**config.mk**
```make
export PLATFORM = sky130hd
export DESIGN_NAME = sorted_min_priority_queue_flat
export DESIGN_NICKNAME = d
export VERILOG_FILES = /design/src/rtl/core/smpq_pkg.sv /design/src/rtl/core/smpq_if.sv /design/src/rtl/core/smpq_cell.sv /design/src/rtl/core/sorted_min_priority_queue.sv /design/src/flat_wrapper.sv
export SDC_FILE = /design/constraint.sdc
export NUM_CORES = 2
export LEC_CHECK = 0
export BUFFER_PORTS_ARGS = -buffer_cell sky130_fd_sc_hd__buf_2
export CAP_MARGIN = 15
export CORE_MARGIN = 4
export CORE_UTILIZATION = 40
export DETAILED_ROUTE_END_ITERATION = 12
export SLEW_MARGIN = 15
export SYNTH_ARGS = -nofsm -noshare
export SYNTH_HDL_FRONTEND = slang
export SYNTH_HIERARCHICAL = 1
export SYNTH_SLANG_ARGS = --single-unit
```
**constraint.sdc**
```tcl
create_clock -name clk -period 7.41 [get_ports clk]
set_input_delay 1.1115 -clock clk [delete_from_list [all_inputs] [get_ports clk]]
set_output_delay 1.1115 -clock clk [all_outputs]
set_load 0.02 [all_outputs]
```
**src/rtl/core/smpq_pkg.sv**
```systemverilog
// shared types and constants for the sorted minimum priority queue
package smpq_pkg;

    localparam int DATA_W       = 32;
    localparam int STATUS_W     = 2;
    localparam int OCC_W        = 5;
    localparam int DEF_CAPACITY = 16;

    typedef enum logic
    {
        CMD_INSERT  = 1'b0,
        CMD_EXTRACT = 1'b1
    } cmd_t;

    typedef enum logic [STATUS_W-1:0]
    {
        ST_OK    = 2'd0,
        ST_EMPTY = 2'd1,
        ST_FULL  = 2'd2
    } status_t;

    localparam logic signed [DATA_W-1:0] EMPTY_VALUE = '1;

    // data handed from one cell to its neighbor
    typedef struct packed
    {
        logic              gt;
        logic [DATA_W-1:0] value;
    } smpq_link_t;

    // operation broadcast to every cell
    typedef struct packed
    {
        logic              ins;
        logic              ext;
        logic [DATA_W-1:0] item;
    } smpq_ctl_t;

    // where a cell sits relative to the fill level
    typedef struct packed
    {
        logic occupied;
        logic tail;
    } smpq_pos_t;

endpackage

```
**src/rtl/core/smpq_if.sv**
```systemverilog
// request and response channel interfaces
interface smpq_req_if;
    import smpq_pkg::*;

    logic                     valid;
    logic                     ready;
    logic                     cmd;
    logic signed [DATA_W-1:0] item_value;

    modport source (output valid, output cmd, output item_value, input ready);
    modport sink   (input valid, input cmd, input item_value, output ready);
endinterface

interface smpq_rsp_if;
    import smpq_pkg::*;

    logic                     valid;
    logic                     ready;
    logic [STATUS_W-1:0]      status;
    logic signed [DATA_W-1:0] min_value;
    logic [OCC_W-1:0]         occupancy;

    modport source (output valid, output status, output min_value, output occupancy,
                    input ready);
    modport sink   (input valid, input status, input min_value, input occupancy,
                    output ready);
endinterface

```
**src/rtl/core/smpq_cell.sv**
```systemverilog
// one storage cell of the sorted shift chain
module smpq_cell
(
    input  logic                        clk,
    input  smpq_pkg::smpq_ctl_t         ctl,
    input  smpq_pkg::smpq_pos_t         pos,
    input  smpq_pkg::smpq_link_t        left,
    input  logic [smpq_pkg::DATA_W-1:0] right_value,
    output smpq_pkg::smpq_link_t        link
);
    import smpq_pkg::*;

    logic [DATA_W-1:0] value_reg;
    logic [DATA_W-1:0] value_next;
    logic              gt_here;

    assign gt_here    = pos.occupied && ($signed(value_reg) > $signed(ctl.item));
    assign link.gt    = gt_here;
    assign link.value = value_reg;

    always_comb
    begin
        value_next = value_reg;
        if (ctl.ins)
        begin
            // left neighbor pushes right; first larger slot, else the tail slot, takes the new item
            if (left.gt)
            begin
                value_next = left.value;
            end
            else if (gt_here || pos.tail)
            begin
                value_next = ctl.item;
            end
        end
        else if (ctl.ext)
        begin
            value_next = right_value;
        end
    end

    always_ff @(posedge clk)
    begin
        value_reg <= value_next;
    end

endmodule

```
**src/rtl/core/sorted_min_priority_queue.sv**
```systemverilog
// top level of the sorted minimum priority queue
//
//  channel  dir  payload                          transfer
//  req      in   cmd, item_value                  valid & ready
//  rsp      out  status, min_value, occupancy     valid & ready
//
// one request per cycle unless a waiting response holds req.ready low: every cell compares and shifts in the same cycle
// the response is registered and appears in the output register in the cycle after the transfer
// req.ready is low only while a response waits and rsp.ready is low
// reset empties the queue; stored values are not cleared
module sorted_min_priority_queue
#(
    parameter int CAPACITY = smpq_pkg::DEF_CAPACITY
)
(
    input  logic        clk,
    input  logic        rst_n,
    smpq_req_if.sink    req,
    smpq_rsp_if.source  rsp
);
    import smpq_pkg::*;

    localparam int CNT_W = $clog2(CAPACITY + 1);

    logic [CNT_W-1:0]  count_reg;
    logic [CNT_W-1:0]  count_next;
    logic              rsp_valid_reg;
    logic              rsp_valid_next;
    logic [STATUS_W-1:0] status_reg;
    logic [STATUS_W-1:0] status_next;
    logic [DATA_W-1:0] min_reg;
    logic [DATA_W-1:0] min_next;
    logic [OCC_W-1:0]  occ_reg;
    logic [OCC_W-1:0]  occ_next;

    logic              accept;
    logic              full;
    logic              empty;
    smpq_ctl_t         ctl;
    smpq_link_t        link [CAPACITY];

    assign accept    = req.valid && req.ready;
    assign req.ready = !rsp_valid_reg || rsp.ready;
    assign full      = (count_reg == CNT_W'(CAPACITY));
    assign empty     = (count_reg == '0);

    assign ctl.ins  = accept && (req.cmd == CMD_INSERT) && !full;
    assign ctl.ext  = accept && (req.cmd == CMD_EXTRACT) && !empty;
    assign ctl.item = req.item_value;

    genvar i;
    generate
        for (i = 0; i < CAPACITY; i++)
        begin : g_cell
            smpq_pos_t         pos;
            smpq_link_t        left;
            logic [DATA_W-1:0] right_value;

            assign pos.occupied = CNT_W'(i) < count_reg;
            assign pos.tail     = CNT_W'(i) == count_reg;

            if (i == 0)
            begin : g_head
                assign left = '0;
            end
            else
            begin : g_body
                assign left = link[i-1];
            end

            if (i == CAPACITY - 1)
            begin : g_last
                assign right_value = '0;
            end
            else
            begin : g_inner
                assign right_value = link[i+1].value;
            end

            smpq_cell u_cell
            (
                .clk         (clk),
                .ctl         (ctl),
                .pos         (pos),
                .left        (left),
                .right_value (right_value),
                .link        (link[i])
            );
        end
    endgenerate

    always_comb
    begin
        count_next     = count_reg;
        rsp_valid_next = rsp_valid_reg;
        status_next    = status_reg;
        min_next       = min_reg;
        occ_next       = occ_reg;
        if (rsp_valid_reg && rsp.ready)
        begin
            rsp_valid_next = 1'b0;
        end
        if (accept)
        begin
            rsp_valid_next = 1'b1;
            status_next    = ST_OK;
            min_next       = '0;
            if (ctl.ins)
            begin
                count_next = count_reg + 1'b1;
            end
            else if (ctl.ext)
            begin
                count_next = count_reg - 1'b1;
                min_next   = link[0].value;
            end
            else if (req.cmd == CMD_INSERT)
            begin
                status_next = ST_FULL;
            end
            else
            begin
                status_next = ST_EMPTY;
                min_next    = EMPTY_VALUE;
            end
            occ_next = OCC_W'(count_next);
        end
    end

    always_ff @(posedge clk or negedge rst_n)
    begin
        if (!rst_n)
        begin
            count_reg     <= '0;
            rsp_valid_reg <= 1'b0;
        end
        else
        begin
            count_reg     <= count_next;
            rsp_valid_reg <= rsp_valid_next;
        end
    end

    always_ff @(posedge clk)
    begin
        status_reg <= status_next;
        min_reg    <= min_next;
        occ_reg    <= occ_next;
    end

    assign rsp.valid     = rsp_valid_reg;
    assign rsp.status    = status_reg;
    assign rsp.min_value = min_reg;
    assign rsp.occupancy = occ_reg;

    a_count_bound : assert property (@(posedge clk) disable iff (!rst_n)
        count_reg <= CNT_W'(CAPACITY))
        else $error("fill level above capacity");

    a_insert_grows : assert property (@(posedge clk) disable iff (!rst_n)
        ctl.ins |=> (count_reg == $past(count_reg) + 1'b1))
        else $error("insert did not grow the queue");

    a_full_drop : assert property (@(posedge clk) disable iff (!rst_n)
        (accept && (req.cmd == CMD_INSERT) && full) |=>
            (status_reg == ST_FULL) && (count_reg == CNT_W'(CAPACITY)))
        else $error("insert into full queue changed state");

    a_empty_value : assert property (@(posedge clk) disable iff (!rst_n)
        (rsp_valid_reg && (status_reg == ST_EMPTY)) |->
            ((min_reg == EMPTY_VALUE) && (occ_reg == '0)))
        else $error("empty response malformed");

endmodule
```
**src/flat_wrapper.sv**
```systemverilog
// flat-port wrapper written by rule: the top's interface ports become plain ports
module sorted_min_priority_queue_flat import smpq_pkg::*;
#(
    parameter int CAPACITY = smpq_pkg::DEF_CAPACITY
)
  (clk, rst_n, req_valid, req_cmd, req_item_value, req_ready, rsp_valid, rsp_status, rsp_min_value, rsp_occupancy, rsp_ready);
  smpq_req_if req_i ();
  smpq_rsp_if rsp_i ();
  input  logic clk;
  input  logic rst_n;
  input wire logic [$bits(req_i.valid)-1:0] req_valid;
  input wire logic [$bits(req_i.cmd)-1:0] req_cmd;
  input wire logic [$bits(req_i.item_value)-1:0] req_item_value;
  output wire logic [$bits(req_i.ready)-1:0] req_ready;
  output wire logic [$bits(rsp_i.valid)-1:0] rsp_valid;
  output wire logic [$bits(rsp_i.status)-1:0] rsp_status;
  output wire logic [$bits(rsp_i.min_value)-1:0] rsp_min_value;
  output wire logic [$bits(rsp_i.occupancy)-1:0] rsp_occupancy;
  input wire logic [$bits(rsp_i.ready)-1:0] rsp_ready;
  assign req_i.valid = req_valid;
  assign req_i.cmd = req_cmd;
  assign req_i.item_value = req_item_value;
  assign req_ready = req_i.ready;
  assign rsp_valid = rsp_i.valid;
  assign rsp_status = rsp_i.status;
  assign rsp_min_value = rsp_i.min_value;
  assign rsp_occupancy = rsp_i.occupancy;
  assign rsp_i.ready = rsp_ready;
  sorted_min_priority_queue #(.CAPACITY(CAPACITY)) u_core (.clk(clk), .rst_n(rst_n), .req(req_i), .rsp(rsp_i));
endmodule
```
**Word-level counts from Yosys, hierarchy flattened**

Cells that the tools add are included.

- Flip-flop bits (word level): 557
- Bits of input ports: 37

- Add/sub/neg operators: 2
- Magnitude comparators: 32
- Equal/unequal tests: 32
- Mux-type cells: 70
- Bitwise gates (word level): 1
- Reductions and logical operators: 62

Operators by type and width:

| operator | number |
|---|---|
| $mux W32 | 65 |
| $gt A32 B32 Y1 | 16 |
| $ne A3 B3 Y1 const B | 15 |
| $eq A4 B5 Y1 const A | 8 |
| $lt A4 B5 Y1 const A | 8 |
| $reduce_and A2 Y1 | 16 |
| $logic_and A1 B1 Y1 | 22 |
| $eq A3 B5 Y1 const A | 4 |
| $lt A3 B5 Y1 const A | 4 |
| $logic_or A1 B1 Y1 | 17 |
| $eq A2 B5 Y1 const A | 2 |
| $lt A1 B5 Y1 const A | 2 |
| $lt A2 B5 Y1 const A | 2 |
| $mux W5 | 2 |
| $add A5 B1 Y5 const B | 1 |
| $eq A1 B5 Y1 const A | 1 |
| $eq A5 B5 Y1 const B | 1 |
| $logic_not A5 Y1 | 1 |
| $sub A5 B1 Y5 const B | 1 |
| $reduce_bool A2 Y1 | 2 |
| $logic_not A1 Y1 | 3 |
| $mux W1 | 2 |
| $mux W2 | 1 |
| $ne A2 B2 Y1 const B | 1 |
| 2 further kinds | 2 |

**Longest topological paths before layout**

- Word-level depth: 7
- Mapped depth: 15

**Cells and area by module**

Netlist, hierarchy kept.

Modules (own cells, without submodules):

| module | times used | cells each | area each (sq um) |
|---|---|---|---|
| smpq_cell (u_core.g_cell[0].u_cell ...) | 15 | 262 | 2457.4 |
| smpq_cell (u_core.g_cell[15].u_cell) | 1 | 262 | 2474.9 |
| sorted_min_priority_queue | 1 | 174 | 2209.6 |

**Least setup slack after synthesis**

No wires, ideal clock.

- Path type: input to register
- Start point: in req_item_value[14]
- End point: reg u_core.g_cell[10].u_cell.value_reg[0], enable pin
- Data arrival time: 5.267 ns
- Required time: 6.969 ns
- Slack: 1.702 ns
- Cell stages on the path: 13
- Cell sequence: inv_1 > ha_1 > a21oi_2 > nand2_1 > a221o_1 > o31a_1 > or3_1 > nand2_1 > buf_4 > clkbuf_1 > clkbuf_1 > nor3b_1 > a31oi_1

- Elaborated cells on any way between the ends: 7
- Those cells by class: 2 x order compare; 1 x eq/ne; 4 x reduce/logical

RTL lines:

| item | RTL line | text |
|---|---|---|
| from (decl) | flat_wrapper.sv:13 | `input wire logic [$bits(req_i.item_value)-1:0] req_item_value;` |
| $gt A32 B32 Y1 | smpq_cell.sv:17 | `assign gt_here = pos.occupied && ($signed(value_reg) > $signed(ctl.item));` |
| $logic_and A1 B1 Y1 | smpq_cell.sv:17 |  |
| via u_core.g_cell[9].u_cell.gt_here | smpq_cell.sv:15 | `logic gt_here;` |
| $ne A3 B3 Y1 (no source line) | - |  |
| $reduce_and A2 Y1 (no source line) | - |  |
| to (signal assigned) | smpq_cell.sv:44 | `value_reg <= value_next;` |
| to (decl) | smpq_cell.sv:13 | `logic [DATA_W-1:0] value_reg;` |

The timed path passes the listed nets, and every way through them passes these cells.
A chain may end at the register's enable or synchronous reset.

==> summary.md <==
| Metric | Value |
|---|---|
| Leak Pwr | `19.8 nW` |
| Core Area | `102,000 um2` |
| Unrepaired setup endpoints after global routing | `no` |
| TNS Setup | `0 ns` |
| Syn Std Cell Area | `41,500 um2` |
| Status | `completed` |
| Critical path arrival | `5.36 ns` |
| Die extent in x | `330 um` |
| Final hold viol count | `0` |
| Root buf cell | `clkbuf_16` |
| CTS tree | `built` |
| Clk Latency, worst-skew pair | `0.62 ns` |
| Busiest grt layer | `met2` |
| Min Tclk post-route | `5.07 ns` |
| Initial drt markers | `2,179` |
| Final slew viol count | `0` |
| Largest net degree at the start of global routing | `245` |
| Yosys Warn Count | `6` |
| Clock sink count | `557` |
| Mean Syn Cell Area | `9.52 um2` |
| Peak supply drop | `0.158 mV` |
| Setup-failing EPs final | `0` |
| Crit path required time | `7.70 ns` |
| Max FFs per register | `512` |
| GP Congestion | `0.848` |
| CP peak stage delay | `0.59 ns` |
| GRT Util Overall | `19.3%` |
| Wire per inst | `18.3 um` |
| CTS Buf Count | `69` |
| Final cycle utilization of the critical path | `68.4%` |
| Layout cells sized above 1 | `5.98%` |
| Routing usage on met1 | `27.2%` |
| Final ANT Viol Nets | `0` |
| Final Skew | `0.0192 ns` |
| Slowest stage cell, crit path | `a31oi_4` |
| CTS Buffer Depth | `3` |
| Vias in the first global route | `30,600` |
| Area of the die | `109,000 um2` |
| Worst slew margin | `20.3%` |
| Register Area | `16,700 um2` |
| Crit Path Category | `input pin to flip-flop` |
| Global routing usage on met2 | `30.5%` |
| CTS clk-pin slew, worst paths | `0.06 ns` |
| Drc violations | `0` |
| Least-Margin Pin Slew | `1.20 ns` |
| First-pass GRT wire length | `170,000 um` |
| Chip height | `330 um` |
| Via density | `5.37` |
| Cts hold-fix bufs | `0` |
| Final HPWL DP | `80,700 um` |
| P&R area growth vs syn | `10.1%` |
| Grt total ovfl | `0` |
| Overall power | `12.5 mW` |
| Vias | `31,300` |
| Startpoint types | `input pin` |
| Port Buffers | `77` |
| Worst setup EP type | `flip-flop` |
| Drt first pass iters | `5` |
| Final #Nets | `4,967` |
| Achievable frequency | `197 MHz` |
| Sum of buffers and inverters on the critical path | `4` |
| Pwr per Cell Area | `273 nW/um2` |
| Row count | `117` |
| Hold WC Path Type | `input pin to asynchronous set/reset pin` |
| Initial antenna violation count | `1` |
| CP delay by family, top | `compound AO/OA/AOI/OAI gates` |
| Worst Path Max Fanout | `33` |
| CTS H-tree depth | `3` |
| Crit path top cell by count | `buf_4` |
| Post-CTS sizing | `0` |
| PnR worst setup slack | `2.34 ns` |
| Postcts setup bufs | `0` |
| Synth Instances | `4,364` |
| Fill count | `9,898` |
| Multi-input gate area | `22,400 um2` |
| Max cap viols | `0` |
| I/O pin count | `78` |
| Starting Density | `40.5%` |
| Worst slack, placed | `1.69 ns` |
| Met3 Use GR | `2.72%` |
| Worst path cell trace | `buf_2, inv_1, ha_1, a21oi_1, o21ai_0, a221o_1, o31a_1, or3_1, nand2_2, buf_4, nor3b_1, a31oi_4, buf_4` |
| Wirelength, routed | `107,000 um` |
==> worst paths after layout <==
check	from	end	slack, ns	cells after the start
setup reg to reg	u_core/count_reg[1]	u_core/g_cell[11].u_cell/value_reg[7]	2.70	13
setup / recovery	req_item_value[7]	u_core/g_cell[10].u_cell/value_reg[20]	2.34	13
hold reg to reg	u_core/g_cell[0].u_cell/value_reg[22]	u_core/rsp.min_value[22]	0.60	1
max in group asynchronous	rst_n	u_core/count_reg[0]	6.95	1
hold / removal	rst_n	u_core/count_reg[3]	0.31	1
min in group clk	u_core/g_cell[0].u_cell/value_reg[22]	u_core/rsp.min_value[22]	0.60	1
==> cell type report <==
class	instances	area share [%]
Multi-Input combinational cell	3117	49.0
Sequential cell	557	36.5
Inverter	548	4.50
Clock buffer	88	4.02
Tap cell	1368	3.74
Timing Repair Buffer	120	1.69
Clock inverter	33	0.563
Antenna cell	2	0.0109
==> cells in the final DEF, fill, tap and decap left out, types with 16 or more instances in the layout <==
cell type	instances
a21o_1	47
buf_4	39
o21ai_0	52
nand4_1	128
buf_2	77
clkinv_1	16
o211ai_1	31
inv_1	548
clkbuf_16	71
nor2b_1	16
nor3b_1	18
edfxtp_1	551
nand2_1	105
clkbuf_1	17
or3_1	17
nor2_1	602
ha_1	517
a31oi_4	16
conb_1	65
mux2i_1	513
nand3_1	64
a21oi_1	723
nand3b_1	17
==> through the flow <==
stage | util (%) | area, um2 | hold slack [ns] | cells
final | 44.6 | 45700 | 0.312 | 5833
after global routing | 44.6 | 45700 | 0.292 | 5831
after CTS | 44.6 | 45700 | 0.279 | 5829
after detailed placement | 42.5 | 43600 | 0.585 | 5708
after global placement | 42.5 | 43600 | 0.579 | 5708
after floorplan | - | 41800 | 0.544 | 4428
==> routing by layer <==
metal  share of wire (%)  routed length [um]  vias to the layer above
met3                 4.4                4660                      180
li1                    -                   -                    15800
met1                  48               51600                    14700
met5                   0                   0                        -
met2                  44               47200                      638
met4                 3.3                3520                        0
==> where the power goes <==
| group | internal (mW) | leakage, nW | switching (mW) | total [mW] |
|---|---|---|---|---|
| Clock | 1.89 | 1.02 | 1.35 | 3.23 |
| Combinational | 1.81 | 13.6 | 2.71 | 4.51 |
| Sequential | 4.23 | 5.23 | 0.518 | 4.75 |
Note: power is estimated with default switching activity, not from simulation.
